File: src/mfd_pkg.sv
// Shared types, constants and the CRC-8 byte update for the motor feedback frame decoder.
package mfd_pkg;

   localparam int FRAME_BYTES     = 10;
   localparam int CRC_BYTES       = FRAME_BYTES - 1;
   localparam int STORE_BYTES     = 8;
   localparam int STORE_IDX_W     = $clog2(STORE_BYTES);
   localparam int POSITION_COUNTS = 32768;
   localparam int POS_W           = $clog2(POSITION_COUNTS);
   localparam int UNW_W           = 34;
   localparam int RSP_DATA_W      = 112;

   localparam logic [7:0] CRC_POLY       = 8'h8C;
   localparam logic [7:0] MOTOR_ID_RESET = 8'd17;
   localparam logic [7:0] COUNT_MAX      = 8'hFF;
   localparam logic [7:0] CRC_LAST_INDEX = 8'(CRC_BYTES);
   localparam logic [7:0] EOF_INDEX      = 8'(FRAME_BYTES - 1);

   localparam logic signed [15:0] TURN_MAX = 16'sh7FFF;
   localparam logic signed [15:0] TURN_MIN = 16'sh8000;

   typedef enum logic [2:0] {
      ST_APPLIED    = 3'd0,
      ST_ZEROED     = 3'd1,
      ST_BAD_LENGTH = 3'd2,
      ST_BAD_CRC    = 3'd3,
      ST_OTHER_ID   = 3'd4
   } status_type;

   // A checked frame on its way from the assembler to the position tracker.
   typedef struct packed {
      status_type        check;
      logic [7:0]        length;
      logic signed [15:0] current_raw;
      logic signed [15:0] speed_rpm;
      logic [POS_W-1:0]  position;
   } frame_type;

   typedef struct packed {
      status_type         status;
      logic [7:0]         frame_length;
      logic signed [15:0] current_raw;
      logic signed [15:0] speed_rpm;
      logic signed [16:0] speed_change;
      logic signed [15:0] turn_count;
      logic signed [31:0] unwrapped_position;
   } result_type;

   // Reflected CRC-8, one byte folded in bit by bit.
   function automatic logic [7:0] crc8_update(input logic [7:0] crc, input logic [7:0] data);
      logic [7:0] c;
      c = crc ^ data;
      for (int k = 0; k < 8; k++) begin
         if (c[0]) begin
            c = (c >> 1) ^ CRC_POLY;
         end else begin
            c = c >> 1;
         end
      end
      return c;
   endfunction

endpackage

File: src/mfd_frame_assembler.sv
// Collects request bytes into a frame, runs the CRC and checks length, CRC and identifier.
module mfd_frame_assembler import mfd_pkg::*; (
   input  logic       clock,
   input  logic       reset,
   input  logic [7:0] motor_id,
   input  logic       byte_valid,
   output logic       byte_ready,
   input  logic [7:0] rx_byte,
   input  logic       end_of_frame,
   output logic       frm_valid,
   input  logic       frm_ready,
   output frame_type  frm
);

   logic [7:0]     count_ff, count_in;
   logic [7:0]     crc_ff, crc_in;
   logic [7:0]     store_ff [STORE_BYTES];
   logic           frm_valid_ff, frm_valid_in;
   frame_type      frm_ff, frm_in;
   logic           accept;
   logic [7:0]     length;
   logic [15:0]    pos_word;

   assign byte_ready = !frm_valid_ff || frm_ready;
   assign accept     = byte_valid && byte_ready;
   assign frm_valid  = frm_valid_ff;
   assign frm        = frm_ff;

   assign length   = (count_ff == COUNT_MAX) ? COUNT_MAX : count_ff + 8'd1;
   assign pos_word = {store_ff[6], store_ff[7]};

   always_comb begin
      count_in     = count_ff;
      crc_in       = crc_ff;
      frm_valid_in = frm_valid_ff;
      frm_in       = frm_ff;
      if (frm_ready) begin
         frm_valid_in = 1'b0;
      end
      if (accept) begin
         if (count_ff < CRC_LAST_INDEX) begin
            crc_in = crc8_update(crc_ff, rx_byte);
         end
         count_in = length;
         if (end_of_frame) begin
            count_in            = '0;
            crc_in              = '0;
            frm_valid_in        = 1'b1;
            frm_in.length       = length;
            frm_in.current_raw  = $signed({store_ff[2], store_ff[3]});
            frm_in.speed_rpm    = $signed({store_ff[4], store_ff[5]});
            frm_in.position     = pos_word[POS_W-1:0];
            // The closing byte of a well-sized frame is the CRC byte itself.
            if (count_ff != EOF_INDEX) begin
               frm_in.check = ST_BAD_LENGTH;
            end else if (crc_ff != rx_byte) begin
               frm_in.check = ST_BAD_CRC;
            end else if (store_ff[0] != motor_id) begin
               frm_in.check = ST_OTHER_ID;
            end else begin
               frm_in.check = ST_APPLIED;
            end
         end
      end
   end

   always_ff @(posedge clock) begin
      if (reset) begin
         count_ff     <= '0;
         crc_ff       <= '0;
         frm_valid_ff <= 1'b0;
      end else begin
         count_ff     <= count_in;
         crc_ff       <= crc_in;
         frm_valid_ff <= frm_valid_in;
      end
   end

   always_ff @(posedge clock) begin
      frm_ff <= frm_in;
      if (accept && count_ff < 8'(STORE_BYTES)) begin
         store_ff[count_ff[STORE_IDX_W-1:0]] <= rx_byte;
      end
   end

`ifndef SYNTHESIS
   a_eof_restarts: assert property (@(posedge clock) disable iff (reset)
      accept && end_of_frame |=> count_ff == '0 && crc_ff == '0 && frm_valid_ff)
      else $error("frame state not cleared after the closing byte");

   a_frame_held: assert property (@(posedge clock) disable iff (reset)
      frm_valid_ff && !frm_ready |=> frm_valid_ff && $stable(frm_ff))
      else $error("checked frame lost while the tracker was stalled");
`endif

endmodule

File: src/mfd_position_tracker.sv
// Decodes checked frames, tracks turns and speed, and holds the result register.
module mfd_position_tracker import mfd_pkg::*; (
   input  logic       clock,
   input  logic       reset,
   input  logic       frm_valid,
   output logic       frm_ready,
   input  frame_type  frm,
   output logic       rsp_valid,
   input  logic       rsp_ready,
   output result_type rsp
);

   localparam logic signed [POS_W:0]     POS_HALF = (POS_W + 1)'(POSITION_COUNTS / 2);
   localparam logic signed [UNW_W-1:0]   UNW_HI   = UNW_W'(32'h7FFF_FFFF);
   localparam logic signed [UNW_W-1:0]   UNW_LO   = -UNW_HI - UNW_W'(1);

   logic               started_ff, started_in;
   logic [POS_W-1:0]   prev_pos_ff, prev_pos_in;
   logic [POS_W-1:0]   zero_pos_ff, zero_pos_in;
   logic signed [15:0] turns_ff, turns_in;
   logic signed [15:0] prev_rpm_ff, prev_rpm_in;
   logic               rsp_valid_ff, rsp_valid_in;
   result_type         rsp_ff, rsp_in;
   logic               advance;
   logic signed [POS_W:0]   pos_delta;
   logic signed [POS_W:0]   pos_offset;
   logic signed [15:0]      turns_next;
   logic signed [UNW_W-1:0] unw_wide;
   logic signed [31:0]      unw_sat;

   assign advance   = !rsp_valid_ff || rsp_ready;
   assign frm_ready = advance;
   assign rsp_valid = rsp_valid_ff;
   assign rsp       = rsp_ff;

   assign pos_delta  = $signed({1'b0, frm.position}) - $signed({1'b0, prev_pos_ff});
   assign pos_offset = $signed({1'b0, frm.position}) - $signed({1'b0, zero_pos_ff});

   // A jump of more than half the range is taken as a wrap in the other direction.
   always_comb begin
      turns_next = turns_ff;
      if (pos_delta > POS_HALF) begin
         if (turns_ff != TURN_MIN) begin
            turns_next = turns_ff - 16'sd1;
         end
      end else if (pos_delta < -POS_HALF) begin
         if (turns_ff != TURN_MAX) begin
            turns_next = turns_ff + 16'sd1;
         end
      end
   end

   assign unw_wide = (UNW_W'(turns_next) <<< POS_W) + UNW_W'(pos_offset);

   always_comb begin
      if (unw_wide > UNW_HI) begin
         unw_sat = 32'sh7FFF_FFFF;
      end else if (unw_wide < UNW_LO) begin
         unw_sat = 32'sh8000_0000;
      end else begin
         unw_sat = unw_wide[31:0];
      end
   end

   always_comb begin
      started_in   = started_ff;
      prev_pos_in  = prev_pos_ff;
      zero_pos_in  = zero_pos_ff;
      turns_in     = turns_ff;
      prev_rpm_in  = prev_rpm_ff;
      rsp_valid_in = rsp_valid_ff;
      rsp_in       = rsp_ff;
      if (advance) begin
         rsp_valid_in = frm_valid;
         if (frm_valid) begin
            rsp_in.status       = frm.check;
            rsp_in.frame_length = frm.length;
            rsp_in.current_raw  = '0;
            rsp_in.speed_rpm    = '0;
            rsp_in.speed_change = '0;
            rsp_in.turn_count   = '0;
            rsp_in.unwrapped_position = '0;
            if (frm.check == ST_APPLIED) begin
               rsp_in.current_raw = frm.current_raw;
               rsp_in.speed_rpm   = frm.speed_rpm;
               prev_rpm_in        = frm.speed_rpm;
               prev_pos_in        = frm.position;
               if (!started_ff) begin
                  rsp_in.status = ST_ZEROED;
                  started_in    = 1'b1;
                  zero_pos_in   = frm.position;
                  turns_in      = '0;
               end else begin
                  rsp_in.speed_change = 17'(frm.speed_rpm) - 17'(prev_rpm_ff);
                  rsp_in.turn_count   = turns_next;
                  rsp_in.unwrapped_position = unw_sat;
                  turns_in            = turns_next;
               end
            end
         end
      end
   end

   always_ff @(posedge clock) begin
      if (reset) begin
         started_ff   <= 1'b0;
         prev_pos_ff  <= '0;
         zero_pos_ff  <= '0;
         turns_ff     <= '0;
         prev_rpm_ff  <= '0;
         rsp_valid_ff <= 1'b0;
      end else begin
         started_ff   <= started_in;
         prev_pos_ff  <= prev_pos_in;
         zero_pos_ff  <= zero_pos_in;
         turns_ff     <= turns_in;
         prev_rpm_ff  <= prev_rpm_in;
         rsp_valid_ff <= rsp_valid_in;
      end
   end

   always_ff @(posedge clock) begin
      rsp_ff <= rsp_in;
   end

`ifndef SYNTHESIS
   a_started_sticks: assert property (@(posedge clock) disable iff (reset)
      started_ff |=> started_ff)
      else $error("start flag dropped without a reset");

   a_first_frame_zeroed: assert property (@(posedge clock) disable iff (reset)
      $rose(started_ff) |-> rsp_valid_ff && rsp_ff.status == ST_ZEROED
         && rsp_ff.unwrapped_position == '0)
      else $error("first good frame did not report a zeroed position");

   a_rejected_blank: assert property (@(posedge clock) disable iff (reset)
      rsp_valid_ff && rsp_ff.status != ST_APPLIED |->
         rsp_ff.turn_count == '0 && rsp_ff.speed_change == '0)
      else $error("turn or speed data reported for a frame that was not applied");
`endif

endmodule

File: src/motor_feedback_frame_decoder.sv
// Motor feedback frame decoder: top level with the identifier register and the two stages.
//
// Request channel (req_): one received reply byte per request, req_tlast on the last
// byte of a frame. Result channel (rsp_): one result per frame, issued for each request
// that carries req_tlast; status travels in rsp_tuser. Configuration: csr_we writes
// csr_wdata into the registered motor identifier.
// A byte is checked and folded into the CRC in the cycle it is taken; a closing byte
// produces a checked frame in the assembler's frame register in the next cycle, and
// the decoded result moves on into the result register, which drives rsp_tvalid, as
// soon as that register is free or being read. One request is taken every cycle while
// req_tready is high; the decode stage and the result register each hold one frame.
// When the receiver holds rsp_tready low, the result stays put, the checked frame
// waits behind it, and req_tready falls only once both are occupied.
// Reset clears the byte counter, CRC, start flag, turn counter and the saved position
// and speed, and sets the motor identifier to 17. The first good frame after reset
// sets the zero position.
module motor_feedback_frame_decoder import mfd_pkg::*; (
   input  logic                  clock,
   input  logic                  reset,
   input  logic                  req_tvalid,
   output logic                  req_tready,
   input  logic [7:0]            req_tdata,   // rx_byte
   input  logic                  req_tlast,   // end_of_frame
   output logic                  rsp_tvalid,
   input  logic                  rsp_tready,
   // frame_length, current_raw, speed_rpm, speed_change, turn_count,
   // unwrapped_position, zero padding
   output logic [RSP_DATA_W-1:0] rsp_tdata,
   output logic [2:0]            rsp_tuser,   // status
   input  logic                  csr_we,
   input  logic [7:0]            csr_wdata    // motor_id
);

   logic       [7:0] motor_id_ff;
   logic       frm_valid;
   logic       frm_ready;
   frame_type  frm;
   result_type rsp;

   always_ff @(posedge clock) begin
      if (reset) begin
         motor_id_ff <= MOTOR_ID_RESET;
      end else if (csr_we) begin
         motor_id_ff <= csr_wdata;
      end
   end

   mfd_frame_assembler u_assembler (
      .clock        (clock),
      .reset        (reset),
      .motor_id     (motor_id_ff),
      .byte_valid   (req_tvalid),
      .byte_ready   (req_tready),
      .rx_byte      (req_tdata),
      .end_of_frame (req_tlast),
      .frm_valid    (frm_valid),
      .frm_ready    (frm_ready),
      .frm          (frm)
   );

   mfd_position_tracker u_tracker (
      .clock     (clock),
      .reset     (reset),
      .frm_valid (frm_valid),
      .frm_ready (frm_ready),
      .frm       (frm),
      .rsp_valid (rsp_tvalid),
      .rsp_ready (rsp_tready),
      .rsp       (rsp)
   );

   assign rsp_tuser = rsp.status;
   assign rsp_tdata = {7'd0, rsp.unwrapped_position, rsp.turn_count, rsp.speed_change,
                       rsp.speed_rpm, rsp.current_raw, rsp.frame_length};

endmodule
File: config.mk
export PLATFORM = sky130hd
export DESIGN_NAME = motor_feedback_frame_decoder
export DESIGN_NICKNAME = d
export VERILOG_FILES = /design/src/mfd_pkg.sv /design/src/mfd_frame_assembler.sv /design/src/mfd_position_tracker.sv /design/src/motor_feedback_frame_decoder.sv
export SDC_FILE = /design/constraint.sdc
export NUM_CORES = 1
export LEC_CHECK = 0
export BUFFER_PORTS_ARGS = -buffer_cell sky130_fd_sc_hd__buf_2
export CORE_ASPECT_RATIO = 1.5
export CORE_UTILIZATION = 60
export DETAILED_ROUTE_END_ITERATION = 12
export GPL_TIMING_DRIVEN = 0
export PLACE_DENSITY = 0.78
export REMOVE_ABC_BUFFERS = 1
export SYNTH_ARGS = -nofsm -noshare
export SYNTH_HDL_FRONTEND = slang
export SYNTH_SLANG_ARGS = --single-unit
File: constraint.sdc
create_clock -name clock -period 9.13 [get_ports clock]
set_clock_uncertainty 0.15 [all_clocks]
set_input_delay 0.913 -clock clock [delete_from_list [all_inputs] [get_ports clock]]
set_output_delay 0.913 -clock clock [all_outputs]
set_load 0.01 [all_outputs]
# Yosys cells after proc, flatten, opt, wreduce, memory -nomap -nowiden
# Memories as Yosys holds them, arrays and structs flattened. A register that Yosys moved wholly into a read port is not among the register bits.
# Index checks and enable logic that the tools add are counted.
[op_classes] add_sub_neg=7 n_lt_le_gt_ge=6 n_eq_ne=6 n_mux=42 bitwise_logic=11 n_reduce_logical=16
[ops] op="8-bit two-way mux" count=26
[ops] op="16-bit two-way mux" count=5
[ops] op="34-bit by 32-bit > comparator with 1-bit output, second input constant" count=1
[ops] op="34-bit by 32-bit less-than comparator with 1-bit output, second input constant" count=1
[ops] op="31-bit by 16-bit adder with 32-bit output" count=1
[ops] op="32-bit two-way mux" count=1
[ops] op="16-bit != test, second input constant" count=2
[ops] op="15-bit by 15-bit subtractor with 16-bit output" count=2
[ops] op="31-bit two-way mux" count=1
[ops] op="2-bit NOT with 3-bit output" count=8
[ops] op="16-bit by 16-bit subtractor with 17-bit output" count=1
[ops] op="16-bit by 2-bit adder with 16-bit output, second input constant" count=1
[ops] op="16-bit > comparator, second input constant" count=1
[ops] op="16-bit by 15-bit less-than comparator with 1-bit output, second input constant" count=1
[ops] op="8-bit by 4-bit less-than comparator with 1-bit output, second input constant" count=2
[ops] op="8-bit != test" count=2
[ops] op="16-bit by 2-bit subtractor with 16-bit output, second input constant" count=1
[ops] op="3-bit two-way mux" count=3
[ops] op="8-bit by 1-bit adder with 8-bit output, second input constant" count=1
[ops] op="8-bit equality test, second input constant" count=1
[ops] op="8-bit by 4-bit != test with 1-bit output, second input constant" count=1
[ops] op="2-bit AND reduction" count=4
[ops] op="8-bit XOR" count=1
[ops] op="1-bit two-way mux" count=6
[ops] op="10 further kinds" count=14
[word_totals] ff_bits=208 mem_bits_rw=64 wordCells=110 n_memories=1
[mem_list] name="u_assembler.store_ff" depth=8 width=8 read_ports=7 rd_ports_with_merged_regs=6 wr=1 line="mfd_frame_assembler.sv:17" source="logic [7:0] store_ff [STORE_BYTES];"

# Logic depth before layout (Yosys ltp)
# Gate-level depths: netlist of run 1.
[depth] word_depth=33 mapped_depth=28 mapped_depth_nobuf=27

# Hierarchy
# From an unflattened synthesis of run 1, not the netlist that was laid out.
[hier_totals] cells_unflattened=1346 hier_area_um2=14700.3
[by_module_without_submodules] mod="mfd_position_tracker" n_inst=1 cells_per_inst=1050 area_each_um2=9690.5
[by_module_without_submodules] mod="mfd_frame_assembler" n_inst=1 cells_per_inst=262 area_each_um2=4660.7
[by_module_without_submodules] mod="motor_feedback_frame_decoder" n_inst=1 cells_per_inst=34 area_each_um2=349.1

# Worst setup path after synthesis of run 1
# OpenSTA, ideal clock, no wires.
[synth_path] path_type="input to register" start="input rsp_tready" end="register u_tracker.zero_pos_ff[10]" setup_time_ns=0.070 arrival_ns=6.413 path_slack_ns=2.496 cell_stages=7 path_buffers=1 cell_sequence="nand2b_1 -> and2_0 -> nand2_1 -> nor2_1 -> clkbuf_1 -> nand2_1 -> a21oi_1"
[synth_via] elab_chain_cells=2
[synth_lines] element="start: declaration" line="motor_feedback_frame_decoder.sv:25" source="input logic rsp_tready,"
[synth_lines] element="1-bit logical OR" line="mfd_position_tracker.sv:31" source="assign advance = !rsp_valid_ff || rsp_ready;"
[synth_lines] element="4-bit AND reduction (no line)"
[synth_lines] element="end signal: assignment" line="mfd_position_tracker.sv:115" source="zero_pos_ff <= zero_pos_in;"
[synth_lines] element="end: declaration" line="mfd_position_tracker.sv:19" source="logic [POS_W-1:0] zero_pos_ff, zero_pos_in;"
# Every way passes these cells.
# A chain may end at the register's enable or synchronous reset.

# Final worst setup path of run 1
[layout_path] start="register, netlist name u_assembler.frm[1]" end="register u_tracker.rsp_ff, in the netlist u_tracker.rsp[30] (data pin)"
[layout_via] elab_chain_cells=8 word_cells_on_any_way=11 classes_between="add/sub: 3; order compare: 4; mux: 4"
[layout_lines] element="15-bit by 15-bit subtractor with 16-bit output" line="mfd_position_tracker.sv:36" source="assign pos_delta = $signed({1'b0, frm.position}) - $signed({1'b0, prev_pos_ff});"
[layout_lines] element="16-bit by 15-bit less-than comparator with 1-bit output" line="mfd_position_tracker.sv:46" source="end else if (pos_delta < -POS_HALF) begin"
[layout_lines] element="16-bit two-way mux" line="mfd_position_tracker.sv:46"
[layout_lines] element="16-bit two-way mux" line="mfd_position_tracker.sv:42" source="if (pos_delta > POS_HALF) begin"
[layout_lines] element="31-bit by 16-bit adder with 32-bit output *" line="mfd_position_tracker.sv:53" source="assign unw_wide = (UNW_W'(turns_next) <<< POS_W) + UNW_W'(pos_offset);"
[layout_lines] element="34-bit by 32-bit less-than comparator with 1-bit output" line="mfd_position_tracker.sv:58" source="end else if (unw_wide < UNW_LO) begin"
[layout_lines] element="32-bit two-way mux" line="mfd_position_tracker.sv:58"
[layout_lines] element="31-bit two-way mux *" line="mfd_position_tracker.sv:56" source="if (unw_wide > UNW_HI) begin"
[layout_lines] element="end signal: assignment" line="mfd_position_tracker.sv:123" source="rsp_ff <= rsp_in;"
[layout_lines] element="end: declaration" line="mfd_position_tracker.sv:23" source="result_type rsp_ff, rsp_in;"
# Every way passes the cells marked *; elsewhere a longest branch is shown, timed or not.

==> results of run 1 <==
==> path summary, 6_finish.rpt <==
kind,end,start,depth (start not counted)
min,u_assembler.frm[5],u_assembler.store_ff[7][5],0
max,u_tracker.rsp[30],u_assembler.frm[1],20
max reg2reg,u_tracker.rsp[30],u_assembler.frm[1],20
min reg2reg,u_assembler.frm[5],u_assembler.store_ff[7][5],0
==> layout make-up <==
type	count	area (um2)	area share (%)
clock buffers	34	733	4.40
repair buffers	137	772	4.63
clock inverters	18	249	1.49
well taps	319	399	2.40
inverters	90	338	2.03
multi-input cells	900	5750	34.5
flip-flops and latches	310	8420	50.5
==> critical path, cell delays in order, from the launching register on <==
cell,delay [ns]
edfxtp_1,0.51
ha_1,0.33
nor2b_1,0.17
o21a_1,0.16
o21ai_0,0.19
o211ai_1,0.31
o2111a_1,0.27
o41a_1,0.53
clkinv_1,0.73
ha_1,0.52
a21o_1,0.18
a21oi_1,0.24
o21bai_1,0.09
a21oi_1,0.24
o21bai_1,0.09
a21oi_1,0.37
nor2_1,0.13
a41oi_2,0.29
a31oi_2,0.19
a221oi_2,0.30
mux2i_1,0.10
==> power groups by stage <==
stage | clock network [mW] | registers (mW) | logic [mW]
3_5_place_dp | 0 | 1.58 | 0.253
6_report | 1.24 | 1.55 | 0.256
5_1_grt | 1.31 | 1.55 | 0.282
3_3_place_gp | 0 | 1.58 | 0.241
4_1_cts | 1.26 | 1.55 | 0.255
2_1_floorplan | 0 | 1.59 | 0.175
==> metal layers <==
layer | part of all wire [%] | up-vias
met5 | 0 | -
met4 | 3.8 | 0
met3 | 4.3 | 68
met2 | 53 | 317
met1 | 39 | 5025
li1 | - | 5045
==> synth_stat cells (all sizes together), types with 4 or more instances <==
master and count:
or4 5, and3 19, a31oi 7, nand2b 17
ha 66, nor3 34, o21a 12, nor2b 12
inv 89, o22ai 4, fa 4, o31a 5
nor4 11, a211o 6, nor2 127, o211ai 10
clkbuf 51, a41oi 4, a22oi 32, nand3 21
and2 53, or3 7, dfxtp 89, mux2i 10
o21ai 47, a211oi 8, nand4 9, xor2 31
xnor2 36, edfxtp 221, o21bai 8, a21oi 95
buf 14, a21o 12, nand2 141
==> placed cells by master (no fill, tap or decap), types with 8 or more instances in the layout <==
cell type	netlist	layout
nor4_1	11	11
nand2_1	140	138
nand3_1	21	21
nor2b_1	12	12
a21oi_1	93	93
o21a_1	12	12
edfxtp_1	221	221
o21ai_0	38	38
a21o_1	12	12
ha_1	66	66
nand4_1	8	8
o21ai_1	8	8
nor3_1	33	32
o21bai_1	8	8
a22oi_1	32	32
buf_2	2	130
xor2_1	30	30
inv_1	89	89
and2_1	51	51
nor2_1	126	125
and3_1	19	18
o211ai_1	10	10
dfxtp_1	89	89
xnor2_1	36	36
mux2i_1	10	10
clkbuf_16	0	28
nand2b_1	17	17
==> cell families after synthesis <==
group           Yosys count  synth area share [%]
other cells               1                0.0254
xor+xnor                 67                  4.03
simple gates            466                  15.1
fa+ha+maj                70                  6.14
buf+inv                 155                  4.19
compound gates          280                  12.7
flops                   310                  57.1
mux                      10                 0.679
==> through the flow <==
step	utilization [%]	hold WS (ns)	area [um2]
detailed placement	65.6	0.255	15700
finish	69.7	0.255	16700
CTS	69.7	0.266	16700
floorplan	-	0.250	14500
global placement	65.0	0.250	15500
global route	69.7	0.272	16700
==> sequential cells by signal, indices dropped and copies added (netlist names) <==
signal,cells
motor_id_ff,8
u_tracker.prev_rpm_ff,16
u_tracker.rsp,108
u_tracker.zero_pos_ff,15
u_tracker.rsp_valid,1
u_assembler.frm_valid,1
u_assembler.frm,58
u_assembler.count_ff,8
u_tracker.prev_pos_ff,15
u_assembler.crc_ff,8
u_tracker.started_ff,1
u_assembler.store_ff,55
u_tracker.turns_ff,16
==> results.cfg, run 1 <==
[outcome]
status = finished, final reports clean

[power]
pwr-share-seq_pct = 50.9
leakagePower_nw = 6.13
p_int_mw = 2.35
swShare_pct = 22.7
power.total_mw = 3.04
power_frac_comb_pct = 8.4
p_per_area_nw_per_um2 = 183
power.switching_mw = 0.691
p_clk_share_pct = 40.7
peakVddDrop_uv = 147

[route]
drt_iter0_markers = 498
dr.pass1.iters = 8
wire_per_inst_um = 17.0
vias = 10500
viasPerCell = 5.78
drc = 0
ant_nets = 0
wl_um = 30800

[worst_setup_path]
worstPathArrival_ns = 6.50
crit_required_ns = 9.28
endpoint_kind = flip-flop
crit_type = reg2reg
worstSetupStartpointType = flip-flop
reg2reg_slack_ns = 2.78
cp_max_fo = 21

[finish]
fillerInstances = 1762
area_growth_pct = 13.0
antennaDiodeCount = 0
layout.nets = 1559
stdcell_count = 1808
drive_gt1_share_pct = 14.0

[timing]
relSlewSlack_pct = 10.9
hold_viol_final = 0
setup-violations-final = 0
clock.fmax_ghz = 0.158
finalSetupTns_ns = 0
drv_slew = 0
period_needed_ns = 6.35
rsz0062_at_grt = no
setup_ws_ns = 2.78
tightest_slew_ns = 1.33
period_share_pct = 69.5

[grt]
grt_max_degree = 61
grt_overflow = 0
busiest_layer = met2
grtUsageMet3_pct = 3.04
use_met2_pct = 46.2
grt_pass1_wl_um = 49500
grtUsageTotal_pct = 24.9
grt_pass1_vias = 10200
met1_usage_pct = 28.1
antenna_found_initial = 0

[synth]
yosys.area.top_type_share_pct = 45.0
synth_edf_count = 221
synth_area_um2 = 14700
synthArstFlopShare_pct = 0
ys_warn_count = 0
synth_cell_types = 83
seq_area_frac_synth_pct = 57.1
synth-seq-cells = 310
syn_inst = 1359
synth.avg_cell_area_um2 = 10.9
synth_area_leaders = edfxtp_1 (45%), dfxtp_1 (12%), ha_1 (5.6%)
synth_top_flop_cell = edfxtp_1
synth_top_cell_by_area = edfxtp_1

[place]
placed_cells = 1756
port_buffers = 131
gp_congestion = 0.884
place_ws_ns = 2.83
hpwl_um = 21100

[clock_network]
clock_sinks = 310
clock_path_buffers = 3
h-tree-depth = 1
clkTransAtPathRegs_ns = 0.07
cts_resized = 0
cts_tree = built
clock_latency_ns = 0.56
cts_setup_buffers = 0
cts_buffers = 28
cts_root_buf = clkbuf_16
hold_buffers = 0

[floorplan]
die_h_um = 194
initial_core_util_pct = 61.7
core_area_um2 = 23900
ios = 139
core.rowCount = 69
fp.dieArea_um2 = 25200
die_x_um = 130

[worst_hold_path]
hold_path_class = reg2reg

[job]
max-cap-violations = 0
No activity file was read; power rests on OpenSTA's default activity.
==> inputs of run 2 (changes only) <==
--- a/config.mk
+++ b/config.mk
@@ -7,10 +7,10 @@
 export LEC_CHECK = 0
 export BUFFER_PORTS_ARGS = -buffer_cell sky130_fd_sc_hd__buf_2
 export CORE_ASPECT_RATIO = 1.5
-export CORE_UTILIZATION = 60
+export CORE_UTILIZATION = 54
 export DETAILED_ROUTE_END_ITERATION = 12
 export GPL_TIMING_DRIVEN = 0
-export PLACE_DENSITY = 0.78
+export PLACE_DENSITY = 0.74
 export REMOVE_ABC_BUFFERS = 1
 export SYNTH_ARGS = -nofsm -noshare
 export SYNTH_HDL_FRONTEND = slang
==> constraint.sdc (replaced) <==
create_clock -name clock -period 5.8 [get_ports clock]
set_clock_uncertainty 0.15 [all_clocks]
set_input_delay 0.58 -clock clock [delete_from_list [all_inputs] [get_ports clock]]
set_output_delay 0.58 -clock clock [all_outputs]
set_load 0.01 [all_outputs]
==> run 2 against run 1 <==
Combinational power increased by 75%. First-iteration DRC count increased by 11%. Global-route usage decreased by 1.0 points. Critical endpoint is now u_tracker.rsp[27]. Sequential share of layout area decreased by 1.8 points. Critical path type unchanged. Largest power group unchanged. Power increased by 61%.
==> results.cfg, run 2 (synthesis gave the netlist of run 1 again) <==
[place]
placed_cells = 1775
gp_congestion = 0.926
hpwl_um = 22000
port_buffers = 131
place_ws_ns = -0.515

[worst_setup_path]
crit_type = reg2reg
cp_top_family = compound AO/OA/AOI/OAI gates
critPathBufInv = 4
worstSetupStartpointType = flip-flop
crit_required_ns = 6.07
endpoint_kind = flip-flop
critPathSlowestCell = edfxtp_1
critical-path-max-stage-delay_ns = 0.47
cp_max_fo = 8
cp_num_cells = 27
r2r_cells = 27
worstPathArrival_ns = 6.06

[route]
drt_iter0_markers = 552
ant_nets = 0
vias = 10600
dr.pass1.iters = 5
drc = 0
wire_per_inst_um = 17.7
wl_um = 33100
viasPerCell = 5.70

[floorplan]
fp.dieArea_um2 = 28000
core_area_um2 = 26700
ios = 139
die_h_um = 204
initial_core_util_pct = 55.3
core.rowCount = 73
die_x_um = 137

[finish]
area_growth_pct = 17.1
layout.nets = 1597
stdcell_count = 1864
antennaDiodeCount = 0
largest_register_ffs = 108
fillerInstances = 2078
final_common_cell = edfxtp_1
drive_gt1_share_pct = 18.9
final_util_pct = 64.8
final_cell_mix = edfxtp_1 (221), nand2_1 (138), buf_2 (130)

[grt]
antenna_found_initial = 0
grtUsageTotal_pct = 23.8
grt_overflow = 0
grt_max_degree = 78
grt_pass1_wl_um = 52000
grt_pass1_vias = 10500

[timing]
setup_ws_ns = 0.00893
period_needed_ns = 5.79
tightest_slew_ns = 1.33
drv_slew = 0
period_share_pct = 99.8
relSlewSlack_pct = 11.3
hold_viol_final = 0
finalSetupTns_ns = 0
clock.fmax_ghz = 0.173
setup-violations-final = 0
rsz0062_at_grt = yes

[clock_network]
clkTransAtPathRegs_ns = 0.07
cts_tree = built
cts_root_buf = clkbuf_16
clock_latency_ns = 0.57
cts_buffers = 29
h-tree-depth = 1
clock_path_buffers = 3
clock_sinks = 310

[power]
leakagePower_nw = 6.37
p_per_area_nw_per_um2 = 284
peakVddDrop_uv = 341

[worst_hold_path]
holdPathStages = 2
hold_path_class = in2reg

[job]
max-cap-violations = 0

[outcome]
status = finished, final reports clean
## run 2: cell count changes in the layout (fill, tap and decap cells not counted), moves of 4 or more
cell | previous run | this run
a21oi_1 | 93 | 88
buf_4 | 2 | 36
ha_1 | 66 | 55
ha_2 | 0 | 7
ha_4 | 0 | 4
## run 2: layout make-up
type	instances	area [um2]	area share (%)
repair buffers	174	1070	6.17
clock inverters	20	255	1.48
clock buffers	33	761	4.40
well taps	337	422	2.44
inverters	90	350	2.03
multi-input cells	900	6000	34.7
flip-flops and latches	310	8420	48.7
## run 2: worst paths after layout
check | startpoint | to | slack (ns)
setup / recovery | u_assembler.frm[7] | u_tracker.rsp[27] | 0.009
hold / removal | csr_wdata[0] | motor_id_ff[0] | 0.09
setup reg to reg | u_assembler.frm[7] | u_tracker.rsp[27] | 0.009
hold reg to reg | u_assembler.store_ff[7][6] | u_assembler.frm[6] | 0.26
## run 2: repair_timing
| action | in CTS | in global routing |
|---|---|---|
| hold buffers | 0 | 0 |
| setup buffers | 22 | 14 |
| pin swaps | 14 | 22 |
| endpoints found under the hold margin | 0 | 0 |
| endpoints found under the setup margin | 9 | 7 |
| resized for setup | 36 | 27 |
## run 2: layer usage
metal	GRT usage (%)	routed length, um	up-vias
met4	10.9	1340	0
met5	0	0	-
met2	44.8	17900	331
li1	-	-	5120
met3	2.80	1560	106
met1	26.2	12300	5065
## run 2: through the flow
step                      cell area [um2]  total power [mW]  hold WS [ns]
final                               17300              4.90        0.0900
after global routing                17300              5.06        0.0861
after CTS                           17000              4.91        0.0650
after detailed placement            15700              2.89         0.255
after global placement              15600              2.88         0.251
after floorplan                     14500              2.77         0.250
## run 2: power by group
| group | switching [mW] | internal [mW] |
|---|---|---|
| logic | 0.263 | 0.186 |
| registers | 0.0273 | 2.41 |
| clock network | 0.838 | 1.17 |
==> inputs of run 3 (changes only) <==
--- a/config.mk
+++ b/config.mk
@@ -7,10 +7,10 @@
 export LEC_CHECK = 0
 export BUFFER_PORTS_ARGS = -buffer_cell sky130_fd_sc_hd__buf_2
 export CORE_ASPECT_RATIO = 1.5
-export CORE_UTILIZATION = 54
+export CORE_UTILIZATION = 40
 export DETAILED_ROUTE_END_ITERATION = 12
 export GPL_TIMING_DRIVEN = 0
-export PLACE_DENSITY = 0.74
+export PLACE_DENSITY = 0.57
 export REMOVE_ABC_BUFFERS = 1
 export SYNTH_ARGS = -nofsm -noshare
 export SYNTH_HDL_FRONTEND = slang
==> run 3 against run 2 <==
Register-to-register slack better by 0.04 ns. Final cell count up 7.7%. Global-route usage down 6.3 points. Non-clock buffer count down 2. Via count down 2.9%. Critical path depth down 3.
==> results.cfg, run 3 (synthesis gave the netlist of run 1 again) <==
[worst_setup_path]
startpoint = u_assembler.frm[0]
crit_required_ns = 5.98
crit_type = reg2reg
cp_max_fo = 5
r2r_cells = 24
r2r-end = u_tracker.rsp[30]
worstSetupStartpointType = flip-flop
cp-endpoint = u_tracker.rsp[30]
worstPathArrival_ns = 5.94
r2r-start = u_assembler.frm[0]
endpoint_kind = flip-flop
reg2reg_slack_ns = 0.04

[power]
p_per_area_nw_per_um2 = 278
power.total_mw = 4.85
peakVddDrop_uv = 266
leakagePower_nw = 6.37

[route]
drt_iter0_markers = 449
vias = 10300
drc = 0
viasPerCell = 5.13
wl_um = 33300
dr.pass1.iters = 5
wire_per_inst_um = 16.6
ant_nets = 0

[timing]
setup_ws_ns = 0.0443
period_share_pct = 99.2
hold_viol_final = 0
drv_slew = 0
holdWs_ns = 0.0624
clock.fmax_ghz = 0.174
rsz0062_at_grt = yes
relSlewSlack_pct = 19.6
finalSetupTns_ns = 0
period_needed_ns = 5.76
setup-violations-final = 0
tightest_slew_ns = 1.21

[floorplan]
fp.dieArea_um2 = 37700
core.rowCount = 85
die_h_um = 237
core_area_um2 = 36100
die_x_um = 159
ios = 139
initial_core_util_pct = 40.9

[grt]
grt_pass1_vias = 10100
grt_pass1_wl_um = 52700
grtUsageTotal_pct = 17.5
grt_overflow = 0
grt_max_degree = 65
antenna_found_initial = 0

[clock_network]
clock_latency_ns = 0.58
clock_path_buffers = 3
h-tree-depth = 1
cts_buffers = 31
clock_sinks = 310
clkTransAtPathRegs_ns = 0.07
cts_tree = built
cts_root_buf = clkbuf_16

[finish]
final_common_cell = edfxtp_1
area_growth_pct = 18.4
layout.nets = 1597
finalInstanceArea_um2 = 17500
final_cell_mix = edfxtp_1 (221), nand2_1 (136), buf_2 (130)
drive_gt1_share_pct = 19.0
stdcell_count = 2008
final_util_pct = 48.4
multi_input_area_um2 = 6020
antennaDiodeCount = 0
seq_area_um2 = 8420
fillerInstances = 3296
largest_register_ffs = 108

[place]
placed_cells = 1917
gp_congestion = 0.886
place_ws_ns = -1.17
hpwl_um = 23400
placed_area_um2 = 15900
port_buffers = 131

[outcome]
status = finished, final reports clean

[worst_hold_path]
hold_start = csr_wdata[0]
hold_path_class = in2reg

[job]
max-cap-violations = 0
==> run 3: per-layer routing <==
metal	track usage (%)	wire length, um	up-vias
met2	33.9	17900	215
met1	19.2	13100	4896
li1	-	-	5139
met3	2.27	1270	60
met4	6.83	1070	0
met5	0	0	-
==> run 3: power breakdown <==
part / total (mW) / switching, mW / internal, mW
clock network: 1.97 / 0.867 / 1.10
registers: 2.44 / 0.0263 / 2.41
logic: 0.443 / 0.257 / 0.186
==> run 3: layout make-up <==
type                       count  area share [%]
timing repair buffer         172            6.16
sequential                   310            48.2
multi-input combinational    900            34.5
clock buffer                  36            4.67
clock inverter                22            1.06
tap                          478            3.43
inverter                      90            2.01
==> run 3: critical path, cell delays in order, from the launching register on <==
cell	delay, ns
edfxtp_1	0.41
inv_2	0.10
ha_4	0.13
fa_2	0.23
nor2b_4	0.05
o31a_4	0.29
o21ba_4	0.23
or3_4	0.37
a2111oi_4	0.44
nand4_4	0.17
and2_4	0.22
mux2i_1	0.14
o31a_1	0.30
ha_1	0.29
a21o_1	0.19
a21oi_2	0.18
o21bai_1	0.10
a21oi_2	0.19
o21bai_1	0.10
a21oi_2	0.25
a2111oi_2	0.10
a41oi_2	0.29
a31oi_4	0.15
a221oi_2	0.31
mux2i_1	0.11
==> run 3: how the worst min path moves through the flow <==
stage	cells past startpoint	to
floorplan	0	u_assembler.frm[0]
global placement	0	u_assembler.frm[42]
CTS	2	motor_id_ff[0]
detailed placement	0	u_assembler.frm[16]
global route	2	motor_id_ff[4]
finish	2	motor_id_ff[0]
==> run 3: timing repair <==
item,4_1_cts,5_1_grt
endpoints found under the hold margin,0,0
hold buffers,0,0
buffers inserted,21,11
resized for setup,41,22
setup endpoints to repair,11,7
pin swaps,16,15
